**src/ssa_pkg.sv**
```systemverilog
`timescale 1ns / 1ps
// Shared types and constants for the segment scatter-add unit.
// Used by the controller, the datapath, the top level and the checker.
package ssa_pkg;

  localparam int unsigned BIN_W    = 6;
  localparam int unsigned POS_W    = 8;
  localparam int unsigned ADDR_W   = BIN_W + POS_W;
  localparam int unsigned DEPTH    = 1 << ADDR_W;
  localparam int unsigned VALUE_W  = 32;
  localparam int unsigned SUM_W    = 48;
  localparam int unsigned ERR_W    = 2;
  localparam int unsigned NBINS_W  = 7;
  localparam int unsigned LLEN_W   = 9;
  localparam int unsigned CFG_IDX_W  = 1;
  localparam int unsigned CFG_DATA_W = 9;
  localparam int unsigned IN_TDATA_W  = 48;
  localparam int unsigned OUT_TDATA_W = 48;

  localparam logic [NBINS_W-1:0] NBINS_RESET = 7'd64;
  localparam logic [LLEN_W-1:0]  LLEN_RESET  = 9'd256;

  typedef enum logic [CFG_IDX_W-1:0] {
    REG_NUM_BINS  = 1'b0,
    REG_LAYER_LEN = 1'b1
  } cfg_reg_t;

  typedef enum logic [ERR_W-1:0] {
    ERR_OK  = 2'd0,
    ERR_BIN = 2'd1,
    ERR_POS = 2'd2
  } err_code_t;

  typedef enum logic {
    FUNC_ACC  = 1'b0,
    FUNC_READ = 1'b1
  } func_t;

  // Commands from the controller to the datapath.
  typedef struct packed {
    logic clr_wr;
    logic load_in;
    logic rd_en;
    logic wb;
  } ssa_cmd_t;

  // Status from the datapath to the controller.
  typedef struct packed {
    logic clr_last;
    logic out_busy;
  } ssa_stat_t;

endpackage

```
**src/ssa_ctrl.sv**
```systemverilog
`timescale 1ns / 1ps
// Controller state machine of the segment scatter-add unit.
// Depends on ssa_pkg for the command and status structs.
module ssa_ctrl (
  input  logic               clk,
  input  logic               rst_n,
  input  logic               in_tvalid,
  output logic               in_tready,
  input  ssa_pkg::ssa_stat_t stat,
  output ssa_pkg::ssa_cmd_t  cmd
);

  typedef enum logic [3:0] {
    ST_CLEAR = 4'b0001,
    ST_IDLE  = 4'b0010,
    ST_READ  = 4'b0100,
    ST_WB    = 4'b1000
  } state_t;

  state_t state_r, state_nxt;

  always_ff @(posedge clk) begin
    if (!rst_n) begin
      state_r <= ST_CLEAR;
    end else begin
      state_r <= state_nxt;
    end
  end

  always_comb begin
    state_nxt = state_r;
    cmd       = '0;
    in_tready = 1'b0;
    unique case (state_r)
      ST_CLEAR: begin
        cmd.clr_wr = 1'b1;
        if (stat.clr_last) begin
          state_nxt = ST_IDLE;
        end
      end
      ST_IDLE: begin
        in_tready = 1'b1;
        if (in_tvalid) begin
          cmd.load_in = 1'b1;
          state_nxt   = ST_READ;
        end
      end
      ST_READ: begin
        cmd.rd_en = 1'b1;
        state_nxt = ST_WB;
      end
      ST_WB: begin
        // Hold the finished item until the output register can take it.
        if (!stat.out_busy) begin
          cmd.wb    = 1'b1;
          state_nxt = ST_IDLE;
        end
      end
      default: begin
        state_nxt = ST_CLEAR;
      end
    endcase
  end

endmodule

```
**config.mk**
```make
export PLATFORM = sky130hd
export DESIGN_NAME = ssa_ctrl
export DESIGN_NICKNAME = d
export VERILOG_FILES = /design/src/ssa_pkg.sv /design/src/ssa_ctrl.sv
export SDC_FILE = /design/constraint.sdc
export NUM_CORES = 1
export LEC_CHECK = 0
export BUFFER_PORTS_ARGS = -buffer_cell sky130_fd_sc_hd__buf_2
export CELL_PAD_IN_SITES_DETAIL_PLACEMENT = 1
export CELL_PAD_IN_SITES_GLOBAL_PLACEMENT = 1
export CORE_AREA = 2 2 39 41
export CTS_BUF_LIST = sky130_fd_sc_hd__clkbuf_2
export DETAILED_ROUTE_END_ITERATION = 8
export DIE_AREA = 0 0 41 43
export PLACE_DENSITY = 0.59
export SKIP_CTS_REPAIR_TIMING = 1
export SYNTH_ARGS = -nofsm -noshare
export SYNTH_HDL_FRONTEND = slang
export SYNTH_SLANG_ARGS = --single-unit
export TNS_END_PERCENT = 1
```
**constraint.sdc**
```tcl
create_clock -name clk -period 1.36 [get_ports clk]
set_clock_uncertainty 0.2 [all_clocks]
set_input_delay 0.068 -clock clk [delete_from_list [all_inputs] [get_ports clk]]
set_output_delay 0.068 -clock clk [all_outputs]
set_load 0.02 [all_outputs]
```
==> Word level (Yosys, flattened, before mapping) <==
Cells that the tools add are included.
W data, S select, Z words.
{ "totals": {"regBits": 4, "output_inout_bits": 5, "input_bits": 5, "elab_cells": 20} }
{ "op_classes": {"n_eq_ne": 7, "n_reduce_logical": 1, "muxes": 11} }
{ "ops": {"columns": ["cell", "count"], "rows": [
  ["$pmux W4 S4", 1],
  ["$mux W4", 3],
  ["$mux W1", 7],
  ["$ne A2 B2 Y1 const B", 3],
  ["$eq A4 B1 Y1 const B", 1],
  ["$eq A4 B2 Y1 const B", 1],
  ["$eq A4 B3 Y1 const B", 1],
  ["$eq A4 B4 Y1 const B", 1],
  ["$reduce_and A3 Y1", 1]
]} }

==> Longest topological paths before layout <==
Gate-level depths: netlist (run 1).
{ "logic_depth": {"ltp_word": 3, "mapped_depth": 4, "mapped_depth_nobuf": 3} }

==> Worst setup path before layout (run 1) <==
Ideal clock, no wire load.
{ "synth_path": {"path_kind": "flip-flop to output port", "start": "reg state_r[0]", "end": "out cmd[3] (netlist bit)", "n_path_buf": 1, "arrival_time_ns": 1.209, "setup_slack_ns": -0.117, "path_stages_with_launch": 3, "required_ns": 1.092, "path_cell_list": "dfxtp_1 buf_2 nor4b_1"} }
{ "synth_rtl": {"columns": ["element", "line", "source"], "rows": [
  ["from (decl)", "ssa_ctrl.sv:20", "state_t state_r, state_nxt;"],
  ["from (signal assigned)", "ssa_ctrl.sv:26", "state_r <= state_nxt;"],
  ["to (decl)", "ssa_ctrl.sv:10", "output ssa_pkg::ssa_cmd_t cmd"]
]} }

==> key figures, run 1 <==
Status
  – Outcome: complete, but fails checks
  – Failing checks: negative setup slack

STA
  – Min Clock Period, post-route: 1.427 ns
  – Final Setup Violations: 3
  – Final worst path period share: 104.9%
  – Worst Max-Slew Pin Slew: 0.2380 ns
  – Worst slew margin: 84.06%
  – Unrepaired setup endpoints after global routing: yes
  – Fin. max-slew vios: 0
  – PnR worst setup slack: -0.06660 ns
  – Final Hold Viols: 0
  – Max Freq: 701.0 MHz

Placed design
  – Place WS: 0.01217 ns
  – # port buffers: 9
  – Final Wtd Congestion: 0.6312
  – HPWL after DPL: 458.8 um

Critical path
  – Origin of the critical flop-to-flop path: state_r[2]
  – CP max FO: 6
  – Worst Path Arrival: 1.16 ns
  – Worst path slowest cell: dfxtp_4
  – Crit Path Class: reg -> out
  – Max stage delay on crit path: 0.37 ns
  – Critical Path Source Type: flop
  – Setup crit end kind: output pin
  – Crit path buf inv count: 1
  – CP Cell Sequence: nor4b_4, and2_4, buf_6
  – Stages on worst setup path: 3
  – WP data required: 1.09 ns
  – Reg2Reg Depth: 4
  – Cell family with most CP delay: simple AND/OR/NAND/NOR gates
  – FF-to-FF End: state_r[0]
  – Flop2flop setup slack: 0.02 ns

Clocking
  – CTS H-tree lvls: 1
  – CTS tree: built
  – Clock transition at path regs: 0.05 ns
  – Cts bufs inserted: 3
  – Skew-Pair Late Insertion Delay: 0.21 ns
  – Root Driver: clkbuf_2
  – CTS Sinks: 4
  – Clk buf depth: 2

Synthesis
  – Cells after Synth: 27
  – Sequential area share after synthesis: 31.07%
  – Synth cell types: 23
  – Flop and latch count out of synthesis: 4
  – Warnings, synthesis: 0
  – Mapped Nets: 32
  – Synthesized area per cell: 9.546 um2
  – Cell area after synthesis: 257.7 um2

Route
  – Vias/cell: 4.587
  – Routed via count: 289
  – WL/cell: 12.33 um
  – DRC: 0
  – Post-DRT Antenna Nets: 0
  – Starting DRT DRC Count: 5
  – Drt pass-1 iters: 3
  – Final wirelength: 777 um

Finish
  – Core Util, Final: 33.18%
  – Biggest regs: state_r (4)
  – Share of cells above drive strength 1: 63.83%
  – Most flops, register: state_r
  – Area Growth Syn to Fin: 78.16%
  – Largest register FFs: 4
  – Layout Nets: 54
  – # diodes: 0

Global routing
  – Vias in the first global route: 233
  – Tot GR Track Use: 8.835%
  – Total grt overflow: 0
  – Initial antenna violation count: 0
  – Largest net degree at the start of global routing: 10
  – First-pass GRT wire length: 972 um

Die
  – Die span in y: 43 um
  – I/O pins: 10
  – DIE AREA: 1763 um2
  – Core outline area: 1384 um2
  – Chip width: 41 um
  – Row count: 14
  – Initial Utilization: 18.63%

Worst hold path
  – Hold path endpoint: state_r[0]
  – Min-Delay Path Class: in -> reg
  – Hold Crit Start: stat[1]
  – Hold Crit Depth: 4

Pwr
  – Worst vdd ir: 0.2567 mV
  – Leak Pwr: 0.0001996 uW
  – PwrDens: 650.7 nW/um2

Job
  – Number of max-cap violations: 0
## cells by family after synthesis
| kind of cell | after synthesis | share of synthesized area, % |
|---|---|---|
| simple gates | 14 | 44.66 |
| flops | 4 | 31.07 |
| compound gates | 6 | 16.50 |
| buf+inv | 3 | 7.763 |
## cells in the mapped netlist (all sizes together)
cell type	instances	area, um2
nor2b	1	6.260
nor4	1	6.260
nor2	1	3.750
nand2b	2	12.51
and3	1	6.260
o21a	1	7.510
inv	1	3.750
a32o	1	10.01
a21oi	1	5.000
o22ai	1	6.260
and3b	1	8.760
o21ai	1	5.000
nor4b	3	47.54
buf	2	16.26
nor3	1	5.000
nand2	1	3.750
a311oi	1	8.760
nand3b	1	7.510
dfxtp	4	80.08
and2	1	7.510
## layout by cell type (no fill, tap or decap), types with 2 or more instances in the layout
cell           instances
buf_2                  6
buf_4                  9
clkbuf_2               3
dfxtp_4                2
dlygate4sd3_1          2
nand2b_1               2
nor4b_2                2
## report_power, final
| group | switching (uW) | internal, uW | total [uW] |
|---|---|---|---|
| registers | 8.88 | 119 | 128 |
| clock network | 47.9 | 59.3 | 107 |
| logic | 26.8 | 36.6 | 63.3 |
| total | 83.6 | 215 | 299 |
## how the worst max path moves through the flow
stage,slack [ns],from,endpoint
2_1_floorplan,-0.10,state_r[3],cmd[0]
3_3_place_gp,0.03,state_r[3],cmd[2]
3_5_place_dp,0.01,state_r[0],state_r[0]
4_1_cts,-0.22,state_r[3],cmd[2]
5_1_grt,-0.14,state_r[3],cmd[2]
6_report,-0.07,state_r[3],cmd[2]
## tightest hold or removal path: cells and delay by family
family          cells  cell delay, ns
buf+inv             1            0.10
compound gates      2            0.22
simple gates        1            0.09
## metal layers
layer	vias up	part of all wire, %	track usage (%)	wire, um
met3	2	4.5	1.571	35
met4	0	2.2	12.00	17
li1	144	-	-	-
met2	10	51	10.31	400
met1	133	42	10.93	323
met5	-	0	0	0
## cell type report
class / count / area [um2]
inverters: 1 / 3.754
flip-flops and latches: 4 / 88.84
fillers: 171 / 924.6
clock buffers: 3 / 15.01
well taps: 16 / 20.02
multi-input cells: 20 / 182.7
repair buffers: 19 / 148.9
## stage by stage
step           total power (uW)  hold WS, ns  instance area [um2]  setup TNS (ns)  instances
6_report                  298.8       0.1237                459.2         -0.1344         63
5_1_grt                   316.3       0.1251                459.2         -0.4452         63
4_1_cts                   297.2      -0.1227                342.8         -0.7414         55
3_5_place_dp              183.3      0.09785                327.8               0         52
3_3_place_gp              182.8      0.09162                327.8               0         52
2_1_floorplan             163.1     -0.05577                264.0         -0.1578         27
No activity file was read; power rests on OpenSTA's default activity.
==> run 2: changes to the inputs <==
--- a/config.mk
+++ b/config.mk
@@ -7,12 +7,12 @@
 export LEC_CHECK = 0
 export BUFFER_PORTS_ARGS = -buffer_cell sky130_fd_sc_hd__buf_2
 export CELL_PAD_IN_SITES_DETAIL_PLACEMENT = 1
-export CELL_PAD_IN_SITES_GLOBAL_PLACEMENT = 1
+export CELL_PAD_IN_SITES_GLOBAL_PLACEMENT = 2
 export CORE_AREA = 2 2 39 41
 export CTS_BUF_LIST = sky130_fd_sc_hd__clkbuf_2
 export DETAILED_ROUTE_END_ITERATION = 8
 export DIE_AREA = 0 0 41 43
-export PLACE_DENSITY = 0.59
+export PLACE_DENSITY = 0.69
 export SKIP_CTS_REPAIR_TIMING = 1
 export SYNTH_ARGS = -nofsm -noshare
 export SYNTH_HDL_FRONTEND = slang
==> run 2 against run 1 <==
Against the previous run: the run still ends with negative setup slack left; via count down 9.3%; wire length down 8.1%; total power up 0.26%; hold slack worse by 0.0041 ns; cell count down 4.8%; fmax down 0.14%; core utilization down 1.3 points; count of clock-buffer cells in the layout unchanged; clock power down 4%; register-to-register slack about the same; flip-flop and latch count unchanged; largest cell class unchanged.
==> key figures, run 2 (synthesis results as in run 1) <==
Status
  – Outcome: complete, but fails checks
  – Failing checks: negative setup slack

Route
  – DRC: 0
  – Post-DRT Antenna Nets: 0
  – Routed via count: 262
  – Vias/cell: 4.367
  – Final wirelength: 714 um
  – Drt pass-1 iters: 2
  – Starting DRT DRC Count: 1
  – WL/cell: 11.90 um

Finish
  – Biggest regs: state_r (4)
  – Share of cells above drive strength 1: 59.09%
  – # diodes: 0
  – Layout Nets: 51
  – Largest register FFs: 4
  – Area Growth Syn to Fin: 71.36%
  – Commonest non-fill, non-tap cell in the layout: buf_4
  – Most frequent cells in the layout: 7 x buf_4, 5 x buf_2, 3 x clkbuf_2
  – Most flops, register: state_r
  – Post-Layout Cell Count: 60

Pwr
  – Overall power: 299.6 uW
  – Worst vdd ir: 0.2137 mV
  – Logic gate share of total power: 21.9%
  – Sequential share of power: 43.6%
  – PwrDens: 678.2 nW/um2
  – Leak Pwr: 0.0001898 uW
  – Switching pwr: 81.51 uW
  – Sw Share: 27.21%
  – Int Power: 218.0 uW
  – Clock Power Share: 34.5%

STA
  – Final worst path period share: 105.0%
  – Worst Max-Slew Pin Slew: 0.2861 ns
  – Min Clock Period, post-route: 1.429 ns
  – Unrepaired setup endpoints after global routing: yes
  – Final Setup Violations: 3
  – Max Freq: 700.0 MHz
  – Worst slew margin: 80.79%
  – PnR worst setup slack: -0.06859 ns
  – Final Hold Viols: 0
  – Fin. max-slew vios: 0

Die
  – Row count: 14
  – Initial Utilization: 18.63%
  – DIE AREA: 1763 um2
  – I/O pins: 10
  – Die span in y: 43 um
  – Chip width: 41 um
  – Core outline area: 1384 um2

Clocking
  – CTS H-tree lvls: 1
  – Clock transition at path regs: 0.04 ns
  – Skew-Pair Late Insertion Delay: 0.20 ns
  – Cts bufs inserted: 3
  – CTS tree: built
  – Clk buf depth: 2
  – Root Driver: clkbuf_2
  – CTS Sinks: 4

Critical path
  – WP data required: 1.09 ns
  – FF-to-FF End: state_r[0]
  – CP max FO: 7
  – Crit Path Class: reg -> out
  – Setup crit end kind: output pin
  – Origin of the critical flop-to-flop path: state_r[3]
  – Flop2flop setup slack: 0.03 ns
  – Reg2Reg Depth: 4
  – Worst Path Arrival: 1.16 ns
  – Critical Path Source Type: flop

Global routing
  – Vias in the first global route: 251
  – Initial antenna violation count: 0
  – First-pass GRT wire length: 1076 um
  – Tot GR Track Use: 9.940%
  – Total grt overflow: 0
  – Largest net degree at the start of global routing: 10

Placed design
  – # port buffers: 9
  – HPWL after DPL: 529.9 um
  – Final Wtd Congestion: 0.7197
  – Placed Instances: 55
  – Place WS: -0.04977 ns

Worst hold path
  – Hold Crit Start: stat[1]
  – Hold path endpoint: state_r[0]
  – Min-Delay Path Class: in -> reg
  – Hold Crit Depth: 4

Job
  – Number of max-cap violations: 0
## run 2: cell types whose count changed in the layout (fill, tap and decap cells not counted), sizes merged
cell and change:
buf -3
## run 2: area by class of cell
cell class              count  area (um2)
well taps                  16       20.02
repair buffers             16       120.1
flip-flops and latches      4       88.84
multi-input cells          20       193.9
fillers                   167       942.2
clock buffers               3       15.01
inverters                   1       3.754
## run 2: layer usage
layer | share of wire [%] | wire (um) | up-vias | GRT usage, %
met5 | 0 | 0 | - | 0
met4 | 0 | 0 | 0 | 10.00
li1 | - | - | 135 | -
met1 | 41 | 292 | 120 | 11.58
met3 | 4.1 | 29 | 0 | 4.712
met2 | 55 | 392 | 7 | 12.19
## run 2: power by group through the flow
| stage | clock, uW | combinational [uW] | sequential [uW] |
|---|---|---|---|
| floorplan | 0 | 34.5 | 129 |
| global placement | 0 | 49.6 | 132 |
| detailed placement | 0 | 51.0 | 133 |
| CTS | 109 | 51.0 | 131 |
| global route | 122 | 72.0 | 132 |
| finish | 103 | 65.7 | 130 |
## run 2: stage by stage
| step | utilization (%) | hold WS [ns] | TNS, ns | area (um2) |
|---|---|---|---|---|
| after CTS | 26.40 | -0.1039 | -0.5300 | 365.4 |
| after floorplan | - | -0.05577 | -0.1578 | 264.0 |
| after detailed placement | 25.32 | 0.1115 | -0.04977 | 350.3 |
| after global placement | 25.32 | 0.08665 | 0 | 350.3 |
| final | 31.92 | 0.1196 | -0.1055 | 441.7 |
| after global routing | 31.92 | 0.1389 | -0.5228 | 441.7 |
## run 2: critical path, stage by stage (launching register included)
cell,delay (ns)
dfxtp_4,0.36
nor4b_4,0.31
and2_4,0.19
buf_6,0.10
## run 2: worst max path at each step
stage                          start          to  slack (ns)  depth (start not counted)
after global placement    state_r[3]  state_r[3]        0.07                          4
after global routing      state_r[2]      cmd[2]       -0.18                          3
final                     state_r[2]      cmd[2]       -0.07                          3
after floorplan           state_r[3]      cmd[0]       -0.10                          2
after CTS                 state_r[2]      cmd[0]       -0.15                          3
after detailed placement  state_r[0]  state_r[0]       -0.05                          3
